`src/hw/rtl/glf_pkg.sv`:
```
// ----------------------------------------------------------------------------
// glf_pkg
// Types, codes and helper functions shared by the light level field block.
// ----------------------------------------------------------------------------
package glf_pkg;

  // grid edge length; coordinates at or above it are pulled to the last cell
  localparam int unsigned GridSize = 16;

  localparam int unsigned CoordW    = 4;
  localparam int unsigned StrengthW = 4;
  localparam int unsigned LevelW    = 4;

  typedef enum logic {
    CMD_ADD   = 1'b0,
    CMD_QUERY = 1'b1
  } cmd_e;

  typedef enum logic {
    STATUS_OK   = 1'b0,
    STATUS_FULL = 1'b1
  } status_e;

  // one classified beat travelling from the front to the back
  typedef struct packed {
    cmd_e                 cmd;
    logic [CoordW-1:0]    x;
    logic [CoordW-1:0]    y;
    logic [StrengthW-1:0] strength;
  } item_t;

  // one stored light source
  typedef struct packed {
    logic [CoordW-1:0]    x;
    logic [CoordW-1:0]    y;
    logic [StrengthW-1:0] strength;
  } src_t;

  // one result beat
  typedef struct packed {
    logic [LevelW-1:0] level;
    status_e           status;
  } res_t;

  // pull a coordinate into the grid
  function automatic logic [CoordW-1:0] clamp_coord(logic [CoordW-1:0] c);
    logic [CoordW-1:0] r;
    r = c;
    if (int'(c) >= int'(GridSize)) begin
      r = CoordW'(GridSize - 1);
    end
    return r;
  endfunction

  // strength minus chebyshev distance, floored at zero
  function automatic logic [LevelW-1:0] light_contrib(src_t src, logic [CoordW-1:0] qx,
                                                      logic [CoordW-1:0] qy);
    logic [CoordW-1:0] dx;
    logic [CoordW-1:0] dy;
    logic [CoordW-1:0] d;
    dx = (src.x > qx) ? (src.x - qx) : (qx - src.x);
    dy = (src.y > qy) ? (src.y - qy) : (qy - src.y);
    d  = (dx > dy) ? dx : dy;
    return (src.strength > d) ? LevelW'(src.strength - d) : '0;
  endfunction

endpackage

```
`src/hw/rtl/glf_fifo.sv`:
```
// ----------------------------------------------------------------------------
// glf_fifo
// Two-entry queue used between the front and the back and on the result side.
// ----------------------------------------------------------------------------
module glf_fifo #(
  parameter int unsigned DataW = 13
) (
  input  logic             clk_i,
  input  logic             rst_ni,
  input  logic             push_i,
  input  logic [DataW-1:0] data_i,
  output logic             full_o,
  input  logic             pop_i,
  output logic [DataW-1:0] data_o,
  output logic             empty_o
);

  logic [DataW-1:0] entry_q [2];
  logic             wr_ptr_q, wr_ptr_d;
  logic             rd_ptr_q, rd_ptr_d;
  logic [1:0]       cnt_q, cnt_d;
  logic             do_push, do_pop;

  assign full_o  = (cnt_q == 2'd2);
  assign empty_o = (cnt_q == 2'd0);
  assign data_o  = entry_q[rd_ptr_q];
  assign do_push = push_i && !full_o;
  assign do_pop  = pop_i && !empty_o;

  // pointer and fill count update
  always_comb begin
    wr_ptr_d = do_push ? ~wr_ptr_q : wr_ptr_q;
    rd_ptr_d = do_pop ? ~rd_ptr_q : rd_ptr_q;
    cnt_d    = cnt_q;
    if (do_push && !do_pop) begin
      cnt_d = cnt_q + 2'd1;
    end else if (do_pop && !do_push) begin
      cnt_d = cnt_q - 2'd1;
    end
  end

  always_ff @(posedge clk_i or negedge rst_ni) begin
    if (!rst_ni) begin
      wr_ptr_q <= 1'b0;
      rd_ptr_q <= 1'b0;
      cnt_q    <= 2'd0;
    end else begin
      wr_ptr_q <= wr_ptr_d;
      rd_ptr_q <= rd_ptr_d;
      cnt_q    <= cnt_d;
    end
  end

  // payload storage
  always_ff @(posedge clk_i) begin
    if (do_push) begin
      entry_q[wr_ptr_q] <= data_i;
    end
  end

endmodule

```
`src/hw/rtl/glf_front.sv`:
```
// ----------------------------------------------------------------------------
// glf_front
// Accepts input beats, clamps coordinates to the grid and queues the items.
// ----------------------------------------------------------------------------
module glf_front (
  input  logic                            clk_i,
  input  logic                            rst_ni,
  input  logic                            push_i,
  output logic                            full_o,
  input  logic                            command_i,
  input  logic [glf_pkg::CoordW-1:0]      pos_x_i,
  input  logic [glf_pkg::CoordW-1:0]      pos_y_i,
  input  logic [glf_pkg::StrengthW-1:0]   strength_i,
  output logic                            item_vld_o,
  output glf_pkg::item_t                  item_o,
  input  logic                            item_pop_i
);

  glf_pkg::item_t item_in;
  logic           item_empty;

  // classify and clamp the incoming beat
  always_comb begin
    item_in.cmd      = glf_pkg::cmd_e'(command_i);
    item_in.x        = glf_pkg::clamp_coord(pos_x_i);
    item_in.y        = glf_pkg::clamp_coord(pos_y_i);
    item_in.strength = strength_i;
  end

  glf_fifo #(
    .DataW($bits(glf_pkg::item_t))
  ) u_cmd_q (
    .clk_i  (clk_i),
    .rst_ni (rst_ni),
    .push_i (push_i),
    .data_i (item_in),
    .full_o (full_o),
    .pop_i  (item_pop_i),
    .data_o (item_o),
    .empty_o(item_empty)
  );

  assign item_vld_o = !item_empty;

endmodule

```
`src/hw/rtl/glf_back.sv`:
```
// ----------------------------------------------------------------------------
// glf_back
// Source store and scan engine; adds write one entry unless the store is full, queries sweep the store.
// ----------------------------------------------------------------------------
module glf_back #(
  parameter int unsigned MaxSources = 16
) (
  input  logic                          clk_i,
  input  logic                          rst_ni,
  input  logic                          item_vld_i,
  input  glf_pkg::item_t                item_i,
  output logic                          item_pop_o,
  output logic                          empty_o,
  input  logic                          pop_i,
  output logic [glf_pkg::LevelW-1:0]    level_o,
  output logic                          status_o
);

  localparam int unsigned CntW = $clog2(MaxSources + 1);
  localparam int unsigned IdxW = (MaxSources > 1) ? $clog2(MaxSources) : 1;

  localparam logic [1:0] StIdle  = 2'd0;
  localparam logic [1:0] StScan  = 2'd1;
  localparam logic [1:0] StDrain = 2'd2;

  logic [1:0]                 state_q, state_d;
  logic [CntW-1:0]            count_q, count_d;
  logic [IdxW-1:0]            idx_q, idx_d;
  logic [glf_pkg::CoordW-1:0] qx_q, qx_d, qy_q, qy_d;
  logic [glf_pkg::LevelW-1:0] best_q, best_d;
  logic                       rd_vld_q;
  glf_pkg::src_t              rdata_q;
  glf_pkg::src_t              store [MaxSources];

  logic                       store_full;
  logic                       idx_last;
  logic                       wr_en;
  glf_pkg::src_t              wr_src;
  logic [glf_pkg::LevelW-1:0] contrib;
  logic [glf_pkg::LevelW-1:0] best_new;
  logic                       res_push;
  logic                       res_full;
  glf_pkg::res_t              res_in;
  glf_pkg::res_t              res_out;

  assign store_full = (count_q == CntW'(MaxSources));
  assign idx_last   = (CntW'(idx_q) == (count_q - CntW'(1)));
  assign contrib    = glf_pkg::light_contrib(rdata_q, qx_q, qy_q);
  assign best_new   = (contrib > best_q) ? contrib : best_q;
  assign item_pop_o = (state_q == StIdle) && item_vld_i && !res_full;

  assign wr_src.x        = item_i.x;
  assign wr_src.y        = item_i.y;
  assign wr_src.strength = item_i.strength;

  // sequencer for adds and query sweeps
  always_comb begin
    state_d  = state_q;
    count_d  = count_q;
    idx_d    = idx_q;
    qx_d     = qx_q;
    qy_d     = qy_q;
    best_d   = best_q;
    wr_en    = 1'b0;
    res_push = 1'b0;
    res_in.level  = '0;
    res_in.status = glf_pkg::STATUS_OK;
    case (state_q)
      StIdle: begin
        if (item_pop_o) begin
          if (item_i.cmd == glf_pkg::CMD_ADD) begin
            res_push = 1'b1;
            if (store_full) begin
              res_in.status = glf_pkg::STATUS_FULL;
            end else begin
              wr_en   = 1'b1;
              count_d = count_q + CntW'(1);
            end
          end else if (count_q == '0) begin
            res_push = 1'b1;
          end else begin
            qx_d    = item_i.x;
            qy_d    = item_i.y;
            idx_d   = '0;
            best_d  = '0;
            state_d = StScan;
          end
        end
      end
      StScan: begin
        if (rd_vld_q) begin
          best_d = best_new;
        end
        idx_d = idx_q + IdxW'(1);
        if (idx_last) begin
          state_d = StDrain;
        end
      end
      StDrain: begin
        res_push     = 1'b1;
        res_in.level = best_new;
        state_d      = StIdle;
      end
      default: begin
        state_d = StIdle;
      end
    endcase
  end

  always_ff @(posedge clk_i or negedge rst_ni) begin
    if (!rst_ni) begin
      state_q  <= StIdle;
      count_q  <= '0;
      idx_q    <= '0;
      rd_vld_q <= 1'b0;
    end else begin
      state_q  <= state_d;
      count_q  <= count_d;
      idx_q    <= idx_d;
      rd_vld_q <= (state_q == StScan);
    end
  end

  // query coordinates and running maximum
  always_ff @(posedge clk_i) begin
    qx_q   <= qx_d;
    qy_q   <= qy_d;
    best_q <= best_d;
  end

  // source memory, one write and one registered read per cycle
  always_ff @(posedge clk_i) begin
    if (wr_en) begin
      store[count_q[IdxW-1:0]] <= wr_src;
    end
    if (state_q == StScan) begin
      rdata_q <= store[idx_q];
    end
  end

  glf_fifo #(
    .DataW($bits(glf_pkg::res_t))
  ) u_res_q (
    .clk_i  (clk_i),
    .rst_ni (rst_ni),
    .push_i (res_push),
    .data_i (res_in),
    .full_o (res_full),
    .pop_i  (pop_i),
    .data_o (res_out),
    .empty_o(empty_o)
  );

  assign level_o  = res_out.level;
  assign status_o = res_out.status;

endmodule

```
`src/hw/rtl/grid_light_level_field.sv`:
```
// ----------------------------------------------------------------------------
// grid_light_level_field
// Light level of a grid cell from a store of point sources.
// ----------------------------------------------------------------------------
// Each beat in gives one result beat out, in order. An add stores a source
// (refused with status 1 once MAX_SOURCES are held); a query returns the
// highest of strength minus Chebyshev distance over the stored sources,
// floored at zero. Items are queued two deep behind push/full, results two
// deep behind empty/pop. In the execution stage an add is done in the idle state
// and a query sweeps the N stored sources in the scan state, then answers from
// the drain state; the source memory read port gives the scan one source per cycle.
module grid_light_level_field #(
  parameter int unsigned MAX_SOURCES = 16
) (
  input  logic                           clk_i,
  input  logic                           rst_ni,
  input  logic                           push,
  output logic                           full,
  input  logic                           command_i,
  input  logic [glf_pkg::CoordW-1:0]     pos_x_i,
  input  logic [glf_pkg::CoordW-1:0]     pos_y_i,
  input  logic [glf_pkg::StrengthW-1:0]  strength_i,
  output logic                           empty,
  input  logic                           pop,
  output logic [glf_pkg::LevelW-1:0]     level_o,
  output logic                           status_o
);

  logic           item_vld;
  logic           item_pop;
  glf_pkg::item_t item;

  // front: accept and classify
  glf_front u_front (
    .clk_i      (clk_i),
    .rst_ni     (rst_ni),
    .push_i     (push),
    .full_o     (full),
    .command_i  (command_i),
    .pos_x_i    (pos_x_i),
    .pos_y_i    (pos_y_i),
    .strength_i (strength_i),
    .item_vld_o (item_vld),
    .item_o     (item),
    .item_pop_i (item_pop)
  );

  // back: store and scan
  glf_back #(
    .MaxSources(MAX_SOURCES)
  ) u_back (
    .clk_i      (clk_i),
    .rst_ni     (rst_ni),
    .item_vld_i (item_vld),
    .item_i     (item),
    .item_pop_o (item_pop),
    .empty_o    (empty),
    .pop_i      (pop),
    .level_o    (level_o),
    .status_o   (status_o)
  );

`ifndef SYNTHESIS
  // a refused add never carries a level
  a_full_no_level: assert property (@(posedge clk_i) disable iff (!rst_ni)
    (!empty && status_o == glf_pkg::STATUS_FULL) |-> (level_o == '0))
    else $error("refused add carries a nonzero level");

  // the back only takes an item that is there
  a_pop_valid: assert property (@(posedge clk_i) disable iff (!rst_ni)
    item_pop |-> item_vld)
    else $error("item taken from an empty command queue");

  // an accepted beat into an empty command queue is registered and then shows as valid
  a_push_lands: assert property (@(posedge clk_i) disable iff (!rst_ni)
    (push && !full && !item_vld) |=> item_vld)
    else $error("accepted beat did not reach the command queue");
`endif

endmodule
```
`config.mk`:
```
export PLATFORM = sky130hd
export DESIGN_NAME = grid_light_level_field
export DESIGN_NICKNAME = d
export VERILOG_FILES = /design/src/hw/rtl/glf_pkg.sv /design/src/hw/rtl/glf_fifo.sv /design/src/hw/rtl/glf_front.sv /design/src/hw/rtl/glf_back.sv /design/src/hw/rtl/grid_light_level_field.sv
export SDC_FILE = /design/constraint.sdc
export NUM_CORES = 1
export LEC_CHECK = 0
export BUFFER_PORTS_ARGS = -buffer_cell sky130_fd_sc_hd__buf_4
export CAP_MARGIN = 15
export CORE_ASPECT_RATIO = 0.5
export CORE_MARGIN = 2
export CORE_UTILIZATION = 62
export DETAILED_ROUTE_END_ITERATION = 8
export HOLD_SLACK_MARGIN = 0.1
export PLACE_DENSITY_LB_ADDON = 0.15
export SKIP_LAST_GASP = 1
export SYNTH_ARGS = -nofsm -noshare
export SYNTH_HDL_FRONTEND = slang
export SYNTH_SLANG_ARGS = --single-unit
```
`constraint.sdc`:
```
create_clock -name clk_i -period 6.9 [get_ports clk_i]
set_input_delay 1.38 -clock clk_i [delete_from_list [all_inputs] [get_ports clk_i]]
set_output_delay 1.38 -clock clk_i [all_outputs]
set_load 0.1 [all_outputs]
```
==> impl_metrics.json <==
{
  "hpwl_mm": 14.2,
  "synth_edf_count": 252,
  "yosys_register_bits": 272,
  "syn2layout_area_growth_pct": 11.0,
  "synth.yosys.warnings": 0,
  "grt_antenna_before_repair": 1,
  "finalSetupViolCount": 0,
  "drc": 0,
  "finalHoldViolations": 0,
  "crit_fanout": 5,
  "via_per_inst": 6.09,
  "synth_cell_types": 58,
  "antennaDiodeCount": 0,
  "synth_cells": 638,
  "cp_data_arrival_time_ps": 6340,
  "holdBufCountCts": 0,
  "layout-drive-gt1-share_pct": 20.3,
  "slew_headroom_pct": 30.0,
  "grt_pass1_wl_mm": 34.0,
  "io_buffers": 23,
  "drv_cap": 0,
  "drtIter0Drc": 497,
  "final_common_cell": "edfxtp_1",
  "grt_pass1_vias": 5826,
  "start_kind": "register",
  "timing.final.crit_share_pct": 87.0,
  "clock_skew_ps": 23.0,
  "ys_seq_area_share_pct": 68.5,
  "syn_nets": 694,
  "synthFlopType": "edfxtp_1",
  "first_pass_iters": 5,
  "fin_nets": 734,
  "row_count": 35,
  "worst_pin_slew_ps": 1050,
  "fin_crit_ps": 6000,
  "gp_congestion": 0.791,
  "cp-end-kind": "register",
  "grt_usage_pct": 23.4,
  "num-fill-cells": 1125,
  "synthesis.area_um2": 11800,
  "routed_wl_mm": 22.3,
  "hold_class": "reg2reg",
  "via_count": 5809,
  "clock-root-buffer": "clkbuf_16",
  "clock.fmax_ghz": 0.167,
  "die_area_um2": 20200,
  "grt.overflow.total": 0,
  "worst_skew_pair.late_latency_ps": 550,
  "cts_tree": "built",
  "slew_viol_final": 0,
  "crit_type": "reg2reg",
  "cts_sinks": 272,
  "routedWlPerCell_um": 23.4,
  "tns_ps": 0,
  "post_cts_resized": 0,
  "initial_utilization_pct": 63.6,
  "async_flop_share_pct": 7.35,
  "die_h_um": 101,
  "synth.avg_cell_area_um2": 18.5,
  "grt_setup_unrepaired": "no",
  "cts_buffer_depth": 3,
  "mostFrequentLayoutCells": "edfxtp_1 (252), inv_1 (41), buf_4 (37)",
  "pin_count": 24,
  "cts.clk_slew.worst_paths_ps": 60,
  "cp.required_ps": 7240,
  "die_x_um": 199,
  "status": "complete, no violations",
  "grt_max_degree": 53,
  "coreArea_um2": 18500,
  "htreeDepth": 1,
  "cts_buffers": 24,
  "antenna_left": 0,
  "postCtsSetupBuffers": 0
}
path summary, 6_finish.rpt:
path | startpoint | to | slack [ps] | cells after the start
worst max register to register | u_back.rdata_q[4] | u_back.u_res_q.entry_q[0][4] | 900 | 23
max in group asynchronous | rst_ni | u_back.idx_q[0] | 5900 | 1
worst min register to register | u_back.u_res_q.wr_ptr_q | u_back.u_res_q.wr_ptr_q | 510 | 1
worst max-delay path | u_back.rdata_q[4] | u_back.u_res_q.entry_q[0][4] | 900 | 23
min in group asynchronous | rst_ni | u_front.u_cmd_q.wr_ptr_q | 710 | 1
worst min-delay path | u_back.u_res_q.wr_ptr_q | u_back.u_res_q.wr_ptr_q | 510 | 1
synth_stat cells (2+ instances only):
library cell | n | area share (%)
ha_1 | 34 | 3.6
and2_1 | 3 | 0.16
nand2_1 | 13 | 0.41
buf_2 | 5 | 0.21
nor3_1 | 12 | 0.51
o211a_1 | 2 | 0.17
a211oi_1 | 2 | 0.13
o21bai_1 | 2 | 0.13
xnor2_1 | 16 | 1.2
a21oi_1 | 11 | 0.47
and4_4 | 2 | 0.19
edfxtp_1 | 252 | 64
mux2_2 | 19 | 1.8
nand3_1 | 5 | 0.21
nand2b_1 | 6 | 0.32
buf_8 | 2 | 0.26
o21ai_0 | 14 | 0.60
o31ai_1 | 2 | 0.13
mux4_1 | 31 | 6.9
o2111a_1 | 2 | 0.19
xor2_1 | 10 | 0.74
mux2i_1 | 4 | 0.34
nand4_1 | 6 | 0.32
buf_6 | 4 | 0.38
inv_1 | 41 | 1.3
nor2b_1 | 11 | 0.58
dfrtp_1 | 20 | 4.3
o21a_1 | 3 | 0.19
nor2_1 | 27 | 0.86
nor3b_1 | 2 | 0.13
and3_1 | 4 | 0.21
mux4_2 | 29 | 5.5
a21o_1 | 3 | 0.19
fa_1 | 5 | 0.85
clkbuf_1 | 11 | 0.35
kinds of logic (layout without fill, tap and decap cells):
group / Yosys count / after routing / synth area share [%]
buffers and inverters: 64 / 121 / 2.57
xor gates and xnor gates: 26 / 26 / 1.93
muxes: 83 / 83 / 14.6
AOI/OAI and AO/OA: 52 / 52 / 3.03
and+or+nand+nor: 102 / 102 / 4.87
adders and majority gates: 39 / 39 / 4.46
DFF: 272 / 272 / 68.5
cell type report:
class | count | area [um^2] | area share [%]
clock buffer | 31 | 627 | 4.80
clock inverter | 12 | 160 | 1.23
inverter | 41 | 154 | 1.18
multi-input combinational | 302 | 3450 | 26.4
sequential | 272 | 8070 | 61.8
tap | 259 | 324 | 2.48
timing repair buffer | 37 | 278 | 2.13
per-layer routing:
metal / track usage (%) / share of wire (%) / up-vias / wire (um)
met3: 7.03 / 7.9 / 44 / 1770
met2: 36.7 / 46 / 192 / 10200
met1: 33.6 / 44 / 2968 / 9930
met5: 0 / 0 / - / 0
li1: - / - / 2605 / -
met4: 4.65 / 1.8 / 0 / 412
flip-flops by register name, indices dropped and copies added (netlist names), 2 cells and up:
register                 flops
u_front.u_cmd_q.entry_q     26
u_front.u_cmd_q.cnt_q        2
u_back.state_q               2
u_back.u_res_q.entry_q      10
u_back.qx_q                  4
u_back.u_res_q.cnt_q         2
u_back.count_q               5
u_back.idx_q                 4
u_back.qy_q                  4
u_back.store               192
u_back.best_q                4
u_back.rdata_q              12
stage by stage:
| step | cell area [um^2] | setup slack (ps) | hold slack, ps | instances | utilization [%] |
|---|---|---|---|---|---|
| floorplan | 11800 | 1520 | 460 | 638 | - |
| global placement | 12300 | 1190 | 475 | 911 | 66.3 |
| detailed placement | 12300 | 963 | 501 | 911 | 66.3 |
| CTS | 13100 | 941 | 509 | 954 | 70.5 |
| global route | 13100 | 433 | 534 | 954 | 70.5 |
| finish | 13100 | 899 | 506 | 954 | 70.5 |
worst max-delay path: stages (launching register included):
cell and delay [ps]:
edfxtp_1 360, inv_1 50, ha_1 220, fa_1 470
or2b_1 250, a211oi_2 230, mux2i_1 310, inv_1 70
ha_1 300, nor2b_1 140, o211a_1 210, o21ai_1 350
mux2_2 400, fa_1 430, nor2b_1 180, o21ai_0 170
a21oi_1 270, nand3_1 160, inv_1 90, ha_1 260
a21oi_1 210, o21ai_0 260, a211o_1 330, o31ai_1 80
Power is left out: the tool's default activity adds up to more than one toggle a clock period on the data nets, which glitch-free logic cannot reach.
